**src/swtp_pkg.sv**
```systemverilog
package swtp_pkg;

  // Pool size and derived widths.
  localparam int unsigned SlotCount = 16;
  localparam int unsigned CntW      = (SlotCount > 1) ? $clog2(SlotCount) : 1;

  // Field widths.
  localparam int unsigned KindW  = 2;
  localparam int unsigned IdxW   = 5;
  localparam int unsigned ValW   = 16;
  localparam int unsigned TicksW = 32;
  localparam int unsigned SlotW  = 4;
  localparam int unsigned MaskW  = 16;
  localparam int unsigned InDataW  = 40;
  localparam int unsigned OutDataW = 24;

  // Request kinds.
  localparam logic [KindW-1:0] ReqTick  = 2'd0;
  localparam logic [KindW-1:0] ReqAdd   = 2'd1;
  localparam logic [KindW-1:0] ReqDel   = 2'd2;
  localparam logic [KindW-1:0] ReqStart = 2'd3;

  // One timer slot as it travels along the ring of cells.
  typedef struct packed {
    logic              used;
    logic              start_cb;
    logic              stop_cb;
    logic [ValW-1:0]   mult;
    logic [TicksW-1:0] ticks;
  } slot_rec_t;

  // Latched request.
  typedef struct packed {
    logic [KindW-1:0] kind;
    logic [IdxW-1:0]  idx;
    logic [ValW-1:0]  reload;
    logic [ValW-1:0]  mult;
    logic             start_en;
    logic             stop_en;
  } req_t;

  // What the update unit saw on the slot passing through it.
  typedef struct packed {
    logic found;
    logic start;
    logic expire;
  } hit_t;

endpackage

```
**src/software_timer_pool_unit.sv**
```systemverilog
// Pool of one-shot down-counting timers. Each request (tick, add, delete,
// start) is one transfer on the slave side and yields exactly one result
// transfer on the master side. The slot records sit in a ring of cells and
// rotate one cell per cycle past a single update unit while the sweep is not
// held. A request occupies the block for one full turn of the ring, and the
// slave side takes no new request until that turn is done. A waiting result
// does not block the next request; the last rotation step only holds while
// an earlier result is still untaken.
module software_timer_pool_unit (
  input  logic        clk_i,
  input  logic        rst_ni,
  input  logic        s_axis_tvalid_i,
  output logic        s_axis_tready_o,
  // tdata: slot_index[4:0], reload_value[20:5], period_multiplier[36:21],
  //        start_enable[37], stop_enable[38], zero[39]
  input  logic [39:0] s_axis_tdata_i,
  // tuser: req_type[1:0]
  input  logic [1:0]  s_axis_tuser_i,
  output logic        m_axis_tvalid_o,
  input  logic        m_axis_tready_i,
  // tdata: add_ok[0], added_slot[4:1], start_event[5], expired_mask[21:6], zero[23:22]
  output logic [23:0] m_axis_tdata_o
);

  localparam int unsigned N = swtp_pkg::SlotCount;

  swtp_pkg::req_t                 req_q;
  logic                           busy_q;
  logic [swtp_pkg::CntW-1:0]      cnt_q;
  logic                           found_q, found_d;
  logic [swtp_pkg::SlotW-1:0]     slot_q, slot_d;
  logic                           start_q, start_d;
  logic [swtp_pkg::MaskW-1:0]     mask_q, mask_d;
  logic                           out_valid_q;
  logic [swtp_pkg::OutDataW-1:0]  out_data_q;
  logic                           accept, last, step_en, out_take;
  swtp_pkg::slot_rec_t            ring [N];
  swtp_pkg::slot_rec_t            upd_rec;
  swtp_pkg::hit_t                 hit;

  assign accept          = s_axis_tvalid_i && s_axis_tready_o;
  assign s_axis_tready_o = !busy_q;
  assign last            = (cnt_q == swtp_pkg::CntW'(N - 1));
  assign out_take        = out_valid_q && m_axis_tready_i;
  // The final step waits until the output register is free.
  assign step_en         = busy_q && !(last && out_valid_q && !m_axis_tready_i);

  // Ring of slot cells; the update unit closes the loop.
  for (genvar j = 0; j < N; j++) begin : g_cell
    swtp_cell u_cell (
      .clk_i   (clk_i),
      .rst_ni  (rst_ni),
      .shift_i (step_en),
      .rec_i   ((j == 0) ? upd_rec : ring[(j == 0) ? 0 : j - 1]),
      .rec_o   (ring[j])
    );
  end

  swtp_update u_update (
    .req_i   (req_q),
    .slot_i  (cnt_q),
    .found_i (found_q),
    .rec_i   (ring[N-1]),
    .rec_o   (upd_rec),
    .hit_o   (hit)
  );

  // Result accumulation including the slot handled this cycle.
  always_comb begin
    found_d = found_q | hit.found;
    slot_d  = hit.found ? swtp_pkg::SlotW'(cnt_q) : slot_q;
    start_d = start_q | hit.start;
    mask_d  = mask_q | (hit.expire ? (swtp_pkg::MaskW'(1) << cnt_q) : '0);
  end

  // Request register.
  always_ff @(posedge clk_i) begin
    if (accept) begin
      req_q.kind     <= s_axis_tuser_i;
      req_q.idx      <= s_axis_tdata_i[4:0];
      req_q.reload   <= s_axis_tdata_i[20:5];
      req_q.mult     <= s_axis_tdata_i[36:21];
      req_q.start_en <= s_axis_tdata_i[37];
      req_q.stop_en  <= s_axis_tdata_i[38];
    end
  end

  // Sweep control and result accumulators.
  always_ff @(posedge clk_i or negedge rst_ni) begin
    if (!rst_ni) begin
      busy_q  <= 1'b0;
      cnt_q   <= '0;
      found_q <= 1'b0;
      slot_q  <= '0;
      start_q <= 1'b0;
      mask_q  <= '0;
    end else if (accept) begin
      busy_q  <= 1'b1;
      cnt_q   <= '0;
      found_q <= 1'b0;
      slot_q  <= '0;
      start_q <= 1'b0;
      mask_q  <= '0;
    end else if (step_en) begin
      found_q <= found_d;
      slot_q  <= slot_d;
      start_q <= start_d;
      mask_q  <= mask_d;
      if (last) begin
        busy_q <= 1'b0;
      end else begin
        cnt_q <= cnt_q + swtp_pkg::CntW'(1);
      end
    end
  end

  // Output register.
  always_ff @(posedge clk_i or negedge rst_ni) begin
    if (!rst_ni) begin
      out_valid_q <= 1'b0;
    end else if (step_en && last) begin
      out_valid_q <= 1'b1;
    end else if (out_take) begin
      out_valid_q <= 1'b0;
    end
  end

  always_ff @(posedge clk_i) begin
    if (step_en && last) begin
      out_data_q <= {2'b00, mask_d, start_d, slot_d, found_d};
    end
  end

  assign m_axis_tvalid_o = out_valid_q;
  assign m_axis_tdata_o  = out_data_q;

  // A new request always starts its sweep at slot zero.
  a_sweep_start: assert property (@(posedge clk_i) disable iff (!rst_ni)
    accept |=> busy_q && cnt_q == '0)
    else $error("sweep did not start at slot zero");

  // A result appears only at the end of a sweep.
  a_result_after_sweep: assert property (@(posedge clk_i) disable iff (!rst_ni)
    $rose(out_valid_q) |-> $past(busy_q && last))
    else $error("result produced outside the final sweep step");

  // The sweep counter never passes the last slot.
  a_cnt_range: assert property (@(posedge clk_i) disable iff (!rst_ni)
    busy_q |-> cnt_q <= swtp_pkg::CntW'(N - 1))
    else $error("sweep counter out of range");

  // A failed add reports slot zero.
  a_slot_zero: assert property (@(posedge clk_i) disable iff (!rst_ni)
    out_valid_q && !out_data_q[0] |-> out_data_q[4:1] == '0)
    else $error("slot reported without a successful add");

  // Expiry bits never come with add or start results.
  a_mask_excl: assert property (@(posedge clk_i) disable iff (!rst_ni)
    out_valid_q && out_data_q[21:6] != '0 |-> !out_data_q[0] && !out_data_q[5])
    else $error("expiry mask mixed with another request kind");

endmodule

```
**src/swtp_cell.sv**
```systemverilog
module swtp_cell (
  input  logic                clk_i,
  input  logic                rst_ni,
  input  logic                shift_i,
  input  swtp_pkg::slot_rec_t rec_i,
  output swtp_pkg::slot_rec_t rec_o
);

  logic                          used_q, start_q, stop_q;
  logic [swtp_pkg::ValW-1:0]     mult_q;
  logic [swtp_pkg::TicksW-1:0]   ticks_q;

  // Flags and counter take the neighbor's record on every shift.
  always_ff @(posedge clk_i or negedge rst_ni) begin
    if (!rst_ni) begin
      used_q  <= 1'b0;
      start_q <= 1'b0;
      stop_q  <= 1'b0;
      ticks_q <= '0;
    end else if (shift_i) begin
      used_q  <= rec_i.used;
      start_q <= rec_i.start_cb;
      stop_q  <= rec_i.stop_cb;
      ticks_q <= rec_i.ticks;
    end
  end

  // The multiplier is payload and is only meaningful once an add wrote it.
  always_ff @(posedge clk_i) begin
    if (shift_i) begin
      mult_q <= rec_i.mult;
    end
  end

  assign rec_o.used     = used_q;
  assign rec_o.start_cb = start_q;
  assign rec_o.stop_cb  = stop_q;
  assign rec_o.mult     = mult_q;
  assign rec_o.ticks    = ticks_q;

endmodule

```
**src/swtp_update.sv**
```systemverilog
module swtp_update (
  input  swtp_pkg::req_t               req_i,
  input  logic [swtp_pkg::CntW-1:0]    slot_i,
  input  logic                         found_i,
  input  swtp_pkg::slot_rec_t          rec_i,
  output swtp_pkg::slot_rec_t          rec_o,
  output swtp_pkg::hit_t               hit_o
);

  logic                      idx_match;
  logic [swtp_pkg::ValW-1:0] add_mult;

  assign idx_match = (req_i.idx == swtp_pkg::IdxW'(slot_i));
  assign add_mult  = (req_i.mult == '0) ? swtp_pkg::ValW'(1) : req_i.mult;

  // Apply the request to the one slot passing through.
  always_comb begin
    rec_o = rec_i;
    hit_o = '0;
    unique case (req_i.kind)
      swtp_pkg::ReqTick: begin
        if (rec_i.used && rec_i.ticks != '0) begin
          rec_o.ticks  = rec_i.ticks - swtp_pkg::TicksW'(1);
          hit_o.expire = rec_i.stop_cb && (rec_i.ticks == swtp_pkg::TicksW'(1));
        end
      end
      swtp_pkg::ReqAdd: begin
        if (!rec_i.used && !found_i) begin
          rec_o.used     = 1'b1;
          rec_o.mult     = add_mult;
          rec_o.start_cb = req_i.start_en;
          rec_o.stop_cb  = req_i.stop_en;
          hit_o.found    = 1'b1;
        end
      end
      swtp_pkg::ReqDel: begin
        if (idx_match) begin
          rec_o.used     = 1'b0;
          rec_o.start_cb = 1'b0;
          rec_o.stop_cb  = 1'b0;
        end
      end
      swtp_pkg::ReqStart: begin
        if (idx_match && rec_i.used) begin
          rec_o.ticks = swtp_pkg::TicksW'(req_i.reload) * swtp_pkg::TicksW'(rec_i.mult);
          hit_o.start = rec_i.start_cb;
        end
      end
      default: begin
        rec_o = rec_i;
      end
    endcase
  end

endmodule
```
**config.mk**
```make
export PLATFORM = sky130hd
export DESIGN_NAME = software_timer_pool_unit
export DESIGN_NICKNAME = d
export VERILOG_FILES = /design/src/swtp_pkg.sv /design/src/software_timer_pool_unit.sv /design/src/swtp_cell.sv /design/src/swtp_update.sv
export SDC_FILE = /design/constraint.sdc
export NUM_CORES = 2
export LEC_CHECK = 0
export ABC_AREA = 1
export BUFFER_PORTS_ARGS = -buffer_cell sky130_fd_sc_hd__buf_2
export CELL_PAD_IN_SITES_DETAIL_PLACEMENT = 0
export CELL_PAD_IN_SITES_GLOBAL_PLACEMENT = 1
export CORE_UTILIZATION = 50
export DETAILED_ROUTE_END_ITERATION = 8
export PLACE_DENSITY = 0.83
export SLEW_MARGIN = 30
export SYNTH_ARGS = -nofsm -noshare
export SYNTH_HDL_FRONTEND = slang
export SYNTH_HIERARCHICAL = 1
export SYNTH_SLANG_ARGS = --single-unit
```
**constraint.sdc**
```tcl
create_clock -name clk_i -period 7.2 [get_ports clk_i]
set_clock_uncertainty 0.2 [all_clocks]
set_input_delay 0 -clock clk_i [delete_from_list [all_inputs] [get_ports clk_i]]
set_output_delay 0 -clock clk_i [all_outputs]
set_load 0.01 [all_outputs]
```
==> results.md <==
* Status: finished clean
* Clock Tree Root: clkbuf_16
* Final Routed Wirelength at 106,000 um
* Worst Path Required at 7580 ps
* Total Routing Usage GR at 23.4%
* Hpwl dp at a little under 70,000 um
* Avg Cell Area, Syn at 9.33 sq um
* Iteration-0 DRC Markers at 2,501
* Setup TNS at 0 ps
* Crit Path Category: reg -> reg
* Setup crit end kind: flop
* Crit path time final at 6590 ps
* Vias in the first global route at 31,000
* Die height at 305 um
* Ranking of synthesized cells by area: dfrtp_1, edfxtp_1, nand2_1, fa_1, inv_1
* Max-cap violations at 0
* Synth-to-Final Area Change at 9.46%
* Layout cell share with drive strength beyond 1 at 9.41%
* Top-count cell post-synth: nand2_1
* Final setup fails at 0
* First-pass GRT wire length at between 150,000 and 200,000 um
* Clk buf depth at 3
* Initial antenna violation count at 2
* Synth async-reset ratio at 64.8%
* Final Hold Fails at 0
* Later-pin clock latency in the skew report at 680 ps
* Routed vias/inst at 4.97
* H-tree levels at 3
* FP Rows at 110
* DR WL/cell at 17.2 um
* DRC viols at 0
* TritonCTS buffer count at 92
* Port bufs at 68
* Top cell type's share of synthesized area at 32.1%
* Nets at approximately 5,300
* Fmax at 152 MHz
* Worst-margin pin slew at 1020 ps
* Number of synthesized flops with an enable pin at 319
* Max_slew headroom at 32.2%
* Critical Path Fanout Max at 16
* Number of detailed-route iterations in the first pass at 7
* Via count at approximately 31,000
* Sequential-to-total area share from yosys stat at 53.0%
* TritonCTS clock tree: built
* Worst EP arrival at 6980 ps
* Post-synth top flop: dfrtp_1
* CTS Sinks at 907
* Synth top cells by count: nand2_1, dfrtp_1, inv_1
* Initial Util at 50.7%
* RSZ-0062 raised after global routing: false
* Synth Instances at 4,910
* Synth Register Bits at 907
* Largest net degree at the start of global routing at about 200
* GPL Wtd Cong at 0.897
* YS warnings at 6
* Max-slew violations at 0
* Tcrit/Tclk final at 91.6%
* Die area at 92,800 sq um
* Largest area contributor in the netlist: dfrtp_1
* Min-delay worst type: reg -> reg
* Setup crit start kind: flop
* Post-CTS Resized at 0
* Die X at 305 um
* Clock slew at reported path FFs at ~70 ps
* Cell area after synthesis at 45,800 sq um
* Core ar. at between 90,000 and 100,000 sq um
* Synth cell types at 44
* Top Ports at ~70
* DRT antenna net count at 0
* Global route overflow at 0
path summary, 6_finish.rpt:
| path | start | endpoint | slack (ps) | depth (start not counted) |
|---|---|---|---|---|
| max | g_cell[15].u_cell/mult_q[2] | g_cell[0].u_cell/ticks_q[14] | 610 | 23 |
| min | g_cell[7].u_cell/mult_q[0] | g_cell[8].u_cell/mult_q[0] | 200 | 0 |
| max reg2reg | g_cell[15].u_cell/mult_q[2] | g_cell[0].u_cell/ticks_q[14] | 610 | 23 |
| min reg2reg | g_cell[7].u_cell/mult_q[0] | g_cell[8].u_cell/mult_q[0] | 200 | 0 |
| max in group asynchronous | rst_ni | cnt_q[1] | 5430 | 5 |
| min in group asynchronous | rst_ni | g_cell[8].u_cell/ticks_q[3] | 320 | 4 |
placed cells by master (no fill, tap or decap), drive strengths merged:
cell | netlist | final
dfrtp | 588 | 588
buf | 180 | 113
dlygate4sd3 | 0 | 88
inv | 552 | 558
and2 | 3 | 3
ha | 117 | 117
edfxtp | 319 | 319
nor3 | 3 | 3
xor2 | 16 | 16
nand3b | 1 | 1
nor2 | 165 | 165
o21ai | 65 | 65
nand2 | 2409 | 2409
nand4 | 23 | 23
o22ai | 2 | 2
conb | 1 | 2
nor4 | 5 | 5
a31oi | 6 | 6
or2 | 5 | 5
nand3 | 97 | 97
fa | 194 | 194
xnor2 | 5 | 5
a21oi | 59 | 59
o21bai | 4 | 4
clkbuf | 77 | 130
clkinv | 0 | 25
diode | 0 | 2
o211ai | 13 | 13
bufinv | 0 | 8
and3 | 1 | 1
what timing repair did:
action,CTS,global route
buffers inserted,0,0
hold buffers,89,0
hold endpoints to repair,601,0
flip-flops by register name (all words and copies together) (netlist names):
register,count
busy_q,1
cnt_q,4
found_q,1
g_cell.u_cell/mult_q,256
g_cell.u_cell/start_q,16
g_cell.u_cell/stop_q,16
g_cell.u_cell/ticks_q,512
g_cell.u_cell/used_q,16
m_axis_tdata_o,22
m_axis_tvalid_o,1
mask_q,16
req_q,41
slot_q,4
start_q,1
metal layers:
| layer | part of all wire (%) | vias up | GRT usage, % |
|---|---|---|---|
| met5 | 0.0094 | - | 0 |
| met4 | 3.9 | 2 | 9.33 |
| met3 | 4.4 | 199 | 3.03 |
| met2 | 47 | 733 | 38.3 |
| met1 | 44 | 14900 | 31.9 |
| li1 | - | 15000 | - |
area by class of cell:
class,count,area (sq um)
clock buffer,130,2620
clock inverter,39,480
timing repair buffer,201,1750
tap,1176,1470
inverter,552,2190
sequential,907,24300
multi-input combinational,3195,17300
fill,7910,40300
antenna,2,5.00
cells by family after synthesis:
kind of cell	synth area share [%]
DFF	53.0
other	0.00819
adders and majority gates	11.7
xor gates and xnor gates	0.401
buffers and inverters	9.21
and+or+nand+nor	23.8
AOI/OAI and AO/OA	1.89
critical path, cell delays in order, from the launching register on:
cell	delay (ps)
edfxtp_1	960
nand2_1	190
fa_1	530
fa_1	510
fa_1	510
inv_1	50
fa_1	490
fa_1	530
inv_1	60
fa_1	480
inv_1	40
ha_1	380
nand2_1	130
nor2_1	280
nand3_1	120
nand3b_1	230
nor2_1	60
o21ai_0	230
nand2_1	80
nand2_1	70
nand2_1	50
nand2_1	130
nand2_1	80
nand2_1	100
through the flow:
stage	hold slack (ps)	setup slack, ps	instances	cell area, sq um	util [%]
floorplan	-496	1550	4911	45800	-
global placement	-21.1	666	5937	46000	50.9
detailed placement	-223	678	5939	46000	50.9
CTS	205	596	6197	50000	55.3
global route	216	132	6201	50100	55.5
finish	204	608	6202	50100	55.5
Power is left out: the tool's default activity adds up to more than one toggle a clock period on the data nets, which glitch-free logic cannot reach.
